`src/design/fpba_pkg.sv`:
```
// Shared constants, codes and helpers of the fit-policy partition allocator.
package fpba_pkg;

	localparam int MAX_PARTITIONS = 32;
	localparam int IDX_W  = (MAX_PARTITIONS > 1) ? $clog2(MAX_PARTITIONS) : 1;
	localparam int CNT_W  = $clog2(MAX_PARTITIONS + 1);

	localparam int FUNC_W = 2;
	localparam int SLOT_W = 5;
	localparam int AMT_W  = 32;
	localparam int REQN_W = 16;
	localparam int MODE_W = 2;
	localparam int PIU_W  = 6;
	localparam int CFG_IDX_W  = 1;
	localparam int CFG_DATA_W = 6;

	// word layouts
	localparam int IN_DATA_W  = 40;	// slot, amount, pad
	localparam int OUT_DATA_W = 88;	// request_number, chosen_slot, chosen_size, leftover, pad

	localparam logic [FUNC_W-1:0] FUNC_LOAD    = 2'd0;
	localparam logic [FUNC_W-1:0] FUNC_REQUEST = 2'd1;
	localparam logic [FUNC_W-1:0] FUNC_CLEAR   = 2'd2;

	localparam logic [MODE_W-1:0] MODE_FIRST = 2'd0;
	localparam logic [MODE_W-1:0] MODE_BEST  = 2'd1;
	localparam logic [MODE_W-1:0] MODE_WORST = 2'd2;

	localparam logic [CFG_IDX_W-1:0] CFG_FIT_MODE = 1'd0;
	localparam logic [CFG_IDX_W-1:0] CFG_PIU      = 1'd1;

	localparam logic [PIU_W-1:0] PIU_RESET = 6'd32;

	// search length: partitions_in_use clamped to the table depth
	function automatic logic [CNT_W-1:0] clamp_len(input logic [PIU_W-1:0] piu);
		logic [CNT_W-1:0] res;
		if (32'(piu) > 32'(MAX_PARTITIONS))
			res = CNT_W'(MAX_PARTITIONS);
		else
			res = CNT_W'(piu);
		return res;
	endfunction

endpackage

```
`src/design/fpba_size_ram.sv`:
```
// Partition size store: one write port, one read port with registered data.
module fpba_size_ram (
	input  logic clk,
	input  logic we,
	input  logic [fpba_pkg::IDX_W-1:0] waddr,
	input  logic [fpba_pkg::AMT_W-1:0] wdata,
	input  logic [fpba_pkg::IDX_W-1:0] raddr,
	output logic [fpba_pkg::AMT_W-1:0] rdata
);
	import fpba_pkg::*;

	logic [AMT_W-1:0] mem [MAX_PARTITIONS];

	always_ff @(posedge clk) begin
		if (we)
			mem[waddr] <= wdata;
		rdata <= mem[raddr];
	end

endmodule

```
`src/design/fit_policy_block_allocator_top.sv`:
```
// Top level of the fit-policy partition allocator: control, scan and result register.
//
// Fixed-partition allocator. Sizes live in a 32-entry synchronous RAM, used marks in
// flip-flops cleared by reset. A word on the slave side carries func in tuser: a load
// writes one size and a clear drops every used mark and the request counter. A request
// walks the first partitions_in_use entries, clamped to the table depth, one RAM read
// per cycle (read data registered), keeps the best candidate for fit_mode (first,
// smallest, largest, the spare code acting as first; ties to the lowest index), then
// marks any pick used and posts one result word. The result word is posted once the
// output register is free, and the slave side opens in the same cycle; the scan length
// is set by the single RAM read port and its registered read. Only one word is in work
// at a time; the result sits in an output register so the next word is taken while it
// waits on the master side.
// Sizes never loaded read as anything. No clearing pass after reset.
module fit_policy_block_allocator_top (
	input  logic clk,
	input  logic arst_n,
	// configuration
	input  logic cfg_we,
	input  logic [fpba_pkg::CFG_IDX_W-1:0] cfg_index,
	input  logic [fpba_pkg::CFG_DATA_W-1:0] cfg_data,
	// slave side
	input  logic s_axis_tvalid,
	output logic s_axis_tready,
	input  logic [fpba_pkg::IN_DATA_W-1:0] s_axis_tdata,	// slot[4:0], amount[36:5]
	input  logic [fpba_pkg::FUNC_W-1:0] s_axis_tuser,	// func[1:0]
	// master side
	output logic m_axis_tvalid,
	input  logic m_axis_tready,
	// request_number[15:0], chosen_slot[20:16], chosen_size[52:21], leftover[84:53]
	output logic [fpba_pkg::OUT_DATA_W-1:0] m_axis_tdata,
	output logic m_axis_tuser	// granted
);
	import fpba_pkg::*;

	localparam int OUT_PAD_W = OUT_DATA_W - REQN_W - SLOT_W - 2 * AMT_W;

	typedef enum logic [1:0] {ST_IDLE, ST_SCAN, ST_DONE} state_t;

	state_t state_q;

	logic [MODE_W-1:0] fit_mode_q;
	logic [PIU_W-1:0]  piu_q;

	logic [MAX_PARTITIONS-1:0] used_q;
	logic [REQN_W-1:0] req_cnt_q;

	logic [CNT_W-1:0] len_q;
	logic [CNT_W-1:0] rd_idx_q;
	logic [AMT_W-1:0] amount_q;
	logic             valid_s1;
	logic [IDX_W-1:0] idx_s1;
	logic             found_q;
	logic [IDX_W-1:0] pick_q;
	logic [AMT_W-1:0] pick_size_q;

	logic m_valid_q;
	logic [OUT_DATA_W-1:0] m_data_q;
	logic m_user_q;

	// input word fields
	logic [FUNC_W-1:0] in_func;
	logic [SLOT_W-1:0] in_slot;
	logic [AMT_W-1:0]  in_amount;
	logic              in_acc;

	assign in_func   = s_axis_tuser;
	assign in_slot   = s_axis_tdata[SLOT_W-1:0];
	assign in_amount = s_axis_tdata[SLOT_W +: AMT_W];
	assign s_axis_tready = (state_q == ST_IDLE);
	assign in_acc = s_axis_tvalid && s_axis_tready;

	// size RAM
	logic             ram_we;
	logic [AMT_W-1:0] ram_rdata;
	logic             rd_en;
	logic             fits;
	logic             take;
	logic             out_free;

	assign ram_we = in_acc && (in_func == FUNC_LOAD) && (32'(in_slot) < 32'(MAX_PARTITIONS));
	assign rd_en  = (state_q == ST_SCAN) && (rd_idx_q < len_q);

	fpba_size_ram u_ram (
		.clk   (clk),
		.we    (ram_we),
		.waddr (IDX_W'(in_slot)),
		.wdata (in_amount),
		.raddr (rd_idx_q[IDX_W-1:0]),
		.rdata (ram_rdata)
	);

	// candidate test on the word just read
	assign fits = valid_s1 && !used_q[idx_s1] && (ram_rdata >= amount_q);

	always_comb begin
		take = 1'b0;
		if (fits) begin
			priority if (!found_q)
				take = 1'b1;
			else if (fit_mode_q == MODE_BEST)
				take = ram_rdata < pick_size_q;
			else if (fit_mode_q == MODE_WORST)
				take = ram_rdata > pick_size_q;
			else
				take = 1'b0;	// first fit keeps the earliest hit
		end
	end

	assign out_free = !m_valid_q || m_axis_tready;

	always_ff @(posedge clk or negedge arst_n) begin
		if (!arst_n) begin
			state_q     <= ST_IDLE;
			fit_mode_q  <= MODE_FIRST;
			piu_q       <= PIU_RESET;
			used_q      <= '0;
			req_cnt_q   <= '0;
			len_q       <= '0;
			rd_idx_q    <= '0;
			amount_q    <= '0;
			valid_s1    <= 1'b0;
			idx_s1      <= '0;
			found_q     <= 1'b0;
			pick_q      <= '0;
			pick_size_q <= '0;
			m_valid_q   <= 1'b0;
			m_data_q    <= '0;
			m_user_q    <= 1'b0;
		end else begin
			if (cfg_we) begin
				unique case (cfg_index)
					CFG_FIT_MODE: fit_mode_q <= cfg_data[MODE_W-1:0];
					CFG_PIU:      piu_q      <= cfg_data[PIU_W-1:0];
					default: ;
				endcase
			end

			if (state_q == ST_DONE && out_free)
				m_valid_q <= 1'b1;
			else if (m_valid_q && m_axis_tready)
				m_valid_q <= 1'b0;

			valid_s1 <= rd_en;
			idx_s1   <= rd_idx_q[IDX_W-1:0];

			unique case (state_q)
				ST_IDLE: begin
					if (in_acc) begin
						priority if (in_func == FUNC_CLEAR) begin
							used_q    <= '0;
							req_cnt_q <= '0;
						end else if (in_func == FUNC_REQUEST) begin
							len_q    <= clamp_len(piu_q);
							rd_idx_q <= '0;
							amount_q <= in_amount;
							found_q  <= 1'b0;
							pick_q   <= '0;
							state_q  <= ST_SCAN;
						end else begin
							// load is written by the RAM port; unknown func is dropped
						end
					end
				end
				ST_SCAN: begin
					if (rd_en)
						rd_idx_q <= rd_idx_q + CNT_W'(1);
					if (take) begin
						found_q     <= 1'b1;
						pick_q      <= idx_s1;
						pick_size_q <= ram_rdata;
					end
					if (!rd_en && !valid_s1)
						state_q <= ST_DONE;
				end
				ST_DONE: begin
					if (out_free) begin
						m_user_q <= found_q;
						if (found_q) begin
							used_q[pick_q] <= 1'b1;
							m_data_q <= {{OUT_PAD_W{1'b0}}, pick_size_q - amount_q,
								pick_size_q, SLOT_W'(pick_q), req_cnt_q};
						end else begin
							m_data_q <= {{(OUT_DATA_W - REQN_W){1'b0}}, req_cnt_q};
						end
						req_cnt_q <= req_cnt_q + REQN_W'(1);
						state_q   <= ST_IDLE;
					end
				end
				default: state_q <= ST_IDLE;
			endcase
		end
	end

	assign m_axis_tvalid = m_valid_q;
	assign m_axis_tdata  = m_data_q;
	assign m_axis_tuser  = m_user_q;

endmodule

```
`config.mk`:
```
export PLATFORM = sky130hd
export DESIGN_NAME = fit_policy_block_allocator_top
export DESIGN_NICKNAME = d
export VERILOG_FILES = /design/src/design/fpba_pkg.sv /design/src/design/fpba_size_ram.sv /design/src/design/fit_policy_block_allocator_top.sv
export SDC_FILE = /design/constraint.sdc
export NUM_CORES = 1
export LEC_CHECK = 0
export BUFFER_PORTS_ARGS = -buffer_cell sky130_fd_sc_hd__buf_2
export CORE_MARGIN = 8
export CORE_UTILIZATION = 38
export CTS_CLUSTER_DIAMETER = 200
export CTS_CLUSTER_SIZE = 14
export DETAILED_ROUTE_END_ITERATION = 16
export HOLD_SLACK_MARGIN = 0.15
export PLACE_DENSITY_LB_ADDON = 0.08
export SYNTH_ARGS = -nofsm -noshare
export SYNTH_HDL_FRONTEND = slang
export SYNTH_SLANG_ARGS = --single-unit
```
`constraint.sdc`:
```
create_clock -name clk -period 6.5 [get_ports clk]
set_input_delay 1.3 -clock clk [delete_from_list [all_inputs] [get_ports clk]]
set_output_delay 1.3 -clock clk [all_outputs]
set_load 0.02 [all_outputs]
```
==> results of run 1 <==
[final timing paths]
path                            startpoint                to
setup / recovery                 idx_s1[0]         pick_q[3]
hold / removal             m_axis_tdata[2]   m_axis_tdata[2]
setup reg to reg                 idx_s1[0]         pick_q[3]
hold reg to reg            m_axis_tdata[2]   m_axis_tdata[2]
max in group asynchronous           arst_n  m_axis_tdata[35]
min in group asynchronous           arst_n     req_cnt_q[11]
[cells by family after synthesis]
| logic type | after synthesis | synth area share (%) |
|---|---|---|
| AO/OA/AOI/OAI | 307 | 3.741 |
| buffers and inverters | 233 | 1.721 |
| AND/OR/NAND/NOR | 420 | 3.594 |
| multiplexers | 403 | 15.92 |
| other | 1 | 0.007234 |
| XOR/XNOR | 42 | 0.7096 |
| adder cells (fa/ha/maj) | 103 | 2.501 |
| flip-flops | 1289 | 71.80 |
[layout by cell type (no fill, tap or decap), drive strengths merged, types with 3 or more instances in the layout]
cell type and count:
nand2b 13, a211o 3, mux2 73, nor2b 15, xnor2 16, buf 195, o31ai 44, o2bb2ai 5
nand2 195, clkbuf 142, o21bai 4, nand3 31, mux4 330, dfrtp 232, o21a 9, a21o 38
nand4 13, o21ai 87, a21oi 75, or3 4, edfxtp 1024, or2 3, and3 13, inv 97
a31oi 11, ha 102, nor2 104, conb 3, nor3b 3, dfxtp 32, nand3b 4, xor2 26
o211ai 3, and4 3, nor3 9, o311ai 3
[power breakdown]
part | internal, uW | switching [uW]
clock network | 2880 | 2790
logic | 2290 | 2710
registers | 9290 | 403
[area by class of cell]
| class | instances | area (sq um) | area share (%) |
|---|---|---|---|
| antenna | 2 | 5.005 | 0.008661 |
| clock buffer | 142 | 2724 | 4.714 |
| clock inverter | 2 | 25.02 | 0.04331 |
| inverter | 96 | 360.3 | 0.6236 |
| multi-input combinational | 1278 | 14000 | 24.23 |
| sequential | 1289 | 37240 | 64.44 |
| tap | 1781 | 2228 | 3.856 |
| timing repair buffer | 195 | 1204 | 2.083 |
[state kept, by name (all words and copies together), names as in the netlist, 16 cells and up]
| name | cells |
|---|---|
| pick_size_q | 32 |
| amount_q | 32 |
| req_cnt_q | 16 |
| used_q | 32 |
| m_axis_tdata | 85 |
| u_ram.rdata | 32 |
| u_ram.mem | 1024 |
[metal layers]
layer | vias to the layer above | GRT usage, % | wire [um]
met2 | 636 | 30.30 | 65780
met3 | 162 | 2.429 | 6076
met5 | - | 0 | 12
met4 | 2 | 4.424 | 2838
li1 | 11370 | - | -
met1 | 14180 | 25.23 | 60180
[metrics by stage]
step                      total power, uW  area (sq um)
final                               20360         57790
after global routing                21360         57780
after CTS                           20660         57780
after detailed placement            14970         55030
after global placement              14900         55030
after floorplan                     13250         51850
[critical path, delay by kind of cell (launching register included)]
kind                   cells  cell delay, ns
AOI/OAI and AO/OA          4            0.95
buffers and inverters      2            0.46
DFF                        1            0.73
muxes                      3            1.37
and+or+nand+nor            1            0.22
==> results.yml, run 1 <==
status:
  status: "finished, final reports clean"
die:
  initial_core_util_pct: 38.27
  die_width_um: 385.3
  die_area_sq_mm: 0.1485
  ioPinCount: 145
  fp.coreArea_sq_mm: 0.1355
  fp-row-count: 135
  die_y_um: 385.3
critical_path:
  r2r_slack_ns: 2.63
  worstSetupStartpointType: "register"
  critPathCaptureType: "register"
  worstPathArrival_ns: 4.43
  timing.critical_path.slowest_stage_cell: "dfrtp_1"
  critPathKind: "reg2reg"
  path_cells: "mux4_2, mux4_2, mux2_2, nor3b_1, inv_1, a31oi_1, o311ai_4, buf_4, a21o_1, o2bb2ai_1"
  crit_top_cell: "mux4_2"
  rr_worst_depth: 10
  slowest_delay_ns: 0.73
  cp_max_fo: 33
  crit_required_ns: 7.06
pwr:
  ir_drop_uv: 275.6
  leakage_uw: 0.01980
  power.density_mw_per_mm2: 352.4
sta:
  fin_ws_ns: 2.628
  slew-limit-headroom_pct: 17.15
  setup_viol: 0
  layout_min_cycle_time_ns: 3.872
  finalCritPeriodShare_pct: 59.57
  tightest_slew_ns: 1.240
  hold_violations: 0
  fmax_mhz: 258.3
  grt_setup_unrepaired: "false"
  finClkSkew_ns: 0.03522
  setup_tns_ns: 0
  hold_ws_ns: 0.4728
  finalMaxSlewViolations: 0
synth:
  synth.distinct_cells: 68
  ys_ff_latch: 1289
  synthFlopType: "edfxtp_1"
  synth_edf_count: 1024
  synth_top_area_cell: "edfxtp_1"
  synth_area_leaders: "edfxtp_1 (59%), mux4_2 (14%), dfrtp_1 (11%)"
  ys_top_cells_by_count: "edfxtp_1 (1,024), mux4_2 (330), dfrtp_1 (232)"
  synthesis.area_sq_mm: 0.05184
  synth-seq-area-share_pct: 71.80
  post-synth-top-count-cell: "edfxtp_1"
  syn_inst: 2798
  synth-async-reset-ratio_pct: 18.08
  netlist.area_leader.share_pct: 59.32
  yosysWarnings: 0
  avgSynthCellArea_sq_um: 18.53
hold_path:
  hold_path_depth: 2
  hold_class: "reg2reg"
clocking:
  cts_sinks: 1289
  clk_pin_slew_worst_paths_ns: 0.07
  cts_made_buffers: 102
  clk_latency_ns: 0.69
  cts_setup_buffers: 0
  cts_resized: 0
  cts_tree: "built"
  cts_max_path_buffers: 3
  htree_levels: 3
  cts_root_buf: "clkbuf_16"
  hold_buffers: 0
routing:
  routedWlPerCell_um: 28.19
  drtIter0Drc: 2237
  drc: 0
  vias_per_cell: 5.507
  ant_nets: 0
  num_vias: 26350
  drt-total-wl_mm: 134.9
  drt_pass1_iterations: 5
grt:
  antenna_found_initial: 11
  grt_max_degree: 153
  grt_pass1_vias: 27730
  grt-ovfl-total: 0
  track_usage_pct: 18.13
  grt_pass1_wl_mm: 197.3
job:
  cap_violations: 0
final_layout:
  instances_no_fill: 4785
  drive_gt1_share_pct: 24.98
  final_core_util_pct: 42.66
  area_growth_pct: 11.47
  fillers: 11970
  final_nets: 3119
place:
  post-place-cells: 4639
  pre_cts_slack_ns: 1.944
  io_buffer_count: 138
  gp_congestion: 0.8000
  hpwlAfterDp_mm: 81.98
Note: power is estimated with default switching activity, not from simulation.
==> run 2: changes to the inputs <==
Clock period 6.5 ns to 4 ns, I/O delays scaled along.
==> run 2 against run 1 <==
Compared with the run above:
- register-to-register slack lost 2.2 ns
- global-route usage is essentially flat
- total power grew 63%
- design area grew 0.92%
- cell count grew 0.77%
- core utilization grew 0.39 points
- die area is the same
- via count is essentially flat
- wire length shrank 0.18%
- critical path depth grew 1
- setup slack lost 2.2 ns
- combinational power grew 65%
- critical path type unchanged
- critical endpoint unchanged
- largest power group unchanged
==> results.yml, run 2 (synthesis results as in run 1) <==
routing:
  ant_nets: 0
  num_vias: 26370
  routedWlPerCell_um: 27.92
  drtIter0Drc: 2298
  drc: 0
  vias_per_cell: 5.468
  drt-total-wl_mm: 134.6
  drt_pass1_iterations: 7
critical_path:
  crit_required_ns: 4.57
  timing.critical_path.slowest_stage_cell: "dfrtp_1"
  worstSetupStartpointType: "register"
  path_depth: 11
  critPathCaptureType: "register"
  worstPathArrival_ns: 4.11
  critPathKind: "reg2reg"
  critPathLaunch: "idx_s1[0]"
  worstReg2RegStart: "idx_s1[0]"
  cp_max_fo: 33
  slowest_delay_ns: 0.52
  crit_top_cell: "mux4_2"
  rr_worst_depth: 11
  path_cells: "buf_4, mux4_2, mux4_2, mux2_2, nor3b_1, inv_1, a31oi_1, o311ai_4, buf_12, a21o_1, o2bb2ai_1"
  crit_buf_inv: 3
  r2r-end: "pick_q[3]"
  endpoint: "pick_q[3]"
  r2r_slack_ns: 0.46
  cp_top_family: "multiplexers"
sta:
  finClkSkew_ns: 0.02379
  slew-limit-headroom_pct: 39.35
  fmax_mhz: 282.4
  setup_viol: 0
  hold_violations: 0
  hold_ws_ns: 0.1724
  finalCritPeriodShare_pct: 88.51
  layout_min_cycle_time_ns: 3.541
  tightest_slew_ns: 0.9097
  setup_tns_ns: 0
  grt_setup_unrepaired: "false"
  finalMaxSlewViolations: 0
die:
  ioPinCount: 145
  die_width_um: 385.3
  die_area_sq_mm: 0.1485
  fp-row-count: 135
  fp.coreArea_sq_mm: 0.1355
  die_y_um: 385.3
  initial_core_util_pct: 38.27
final_layout:
  layout.cells.most_common: "edfxtp_1"
  area_growth_pct: 12.50
  most-common-layout-cells: "edfxtp_1 (1,024), mux4_2 (330), dfrtp_1 (227)"
  final_nets: 3152
  fillers: 11900
  largest_register: "u_ram.mem"
  largest_reg_flops: 1024
  drive_gt1_share_pct: 25.92
status:
  status: "finished, final reports clean"
clocking:
  cts_root_buf: "clkbuf_16"
  clk_pin_slew_worst_paths_ns: 0.07
  cts_made_buffers: 102
  cts_resized: 0
  cts_max_path_buffers: 3
  cts_setup_buffers: 0
  htree_levels: 3
  hold_buffers: 0
  clk_latency_ns: 0.71
  cts_sinks: 1289
  cts_tree: "built"
grt:
  track_usage_pct: 18.11
  grt_pass1_vias: 27850
  grt_max_degree: 114
  grt_pass1_wl_mm: 196.7
  antenna_found_initial: 15
  grt-ovfl-total: 0
place:
  hpwlAfterDp_mm: 82.15
  gp_congestion: 0.8079
  io_buffer_count: 138
pwr:
  ir_drop_uv: 550.9
  power.density_mw_per_mm2: 569.7
  leakage_uw: 0.02005
job:
  cap_violations: 0
hold_path:
  hold_class: "in2async"
[run 2: power breakdown]
part           total, uW  internal [uW]  switching (uW)
Clock               9320           4680            4640
Sequential         15700          15100             578
Combinational       8230           3800            4430
[run 2: worst min path at each step]
stage                       end        startpoint  slack [ns]  cells after the start
6_report          req_cnt_q[10]            arst_n        0.17                      1
2_1_floorplan         idx_s1[2]       rd_idx_q[2]        0.38                      0
3_3_place_gp    m_axis_tdata[4]   m_axis_tdata[4]        0.45                      2
5_1_grt           req_cnt_q[13]            arst_n        0.21                      1
3_5_place_dp   m_axis_tdata[17]  m_axis_tdata[17]        0.46                      2
4_1_cts               pick_q[2]            arst_n        0.16                      1
[run 2: through the flow]
stage                     area (sq um)  utilization, %  instances  setup slack, ns  total power, uW
final                            58320           43.05       4822           0.4594            33230
after global routing             58310           43.05       4821           0.2434            34920
after CTS                        58310           43.05       4821           0.3899            33760
after detailed placement         55500           40.97       4672           0.4136            24350
after global placement           55500           40.97       4672           0.4014            24240
after floorplan                  51850               -       2800           0.4803            21530
[run 2: worst reg2reg max path: cells and delay by family (launching register included)]
kind | cells | cell delay (ns)
AO/OA/AOI/OAI | 4 | 0.84
buffers and inverters | 3 | 0.58
flip-flops | 1 | 0.52
multiplexers | 3 | 1.27
AND/OR/NAND/NOR | 1 | 0.20
[run 2: per-layer routing]
metal  vias to the layer above  wire length (um)  GRT usage (%)
li1                      11440                 -              -
met1                     14230             60760          25.37
met2                       560             66360          30.45
met3                       146              5322          2.241
met4                         0              2195          3.976
met5                         -                 0              0
[run 2: final cells by class]
cell class | count | area (sq um) | share of cell area, %
sequential | 1289 | 37240 | 63.85
multi-input combinational | 1278 | 14000 | 24.01
clock buffer | 141 | 2699 | 4.628
tap | 1781 | 2228 | 3.821
timing repair buffer | 228 | 1677 | 2.875
inverter | 96 | 360.3 | 0.6179
clock inverter | 8 | 111.4 | 0.1910
antenna | 1 | 2.502 | 0.004291
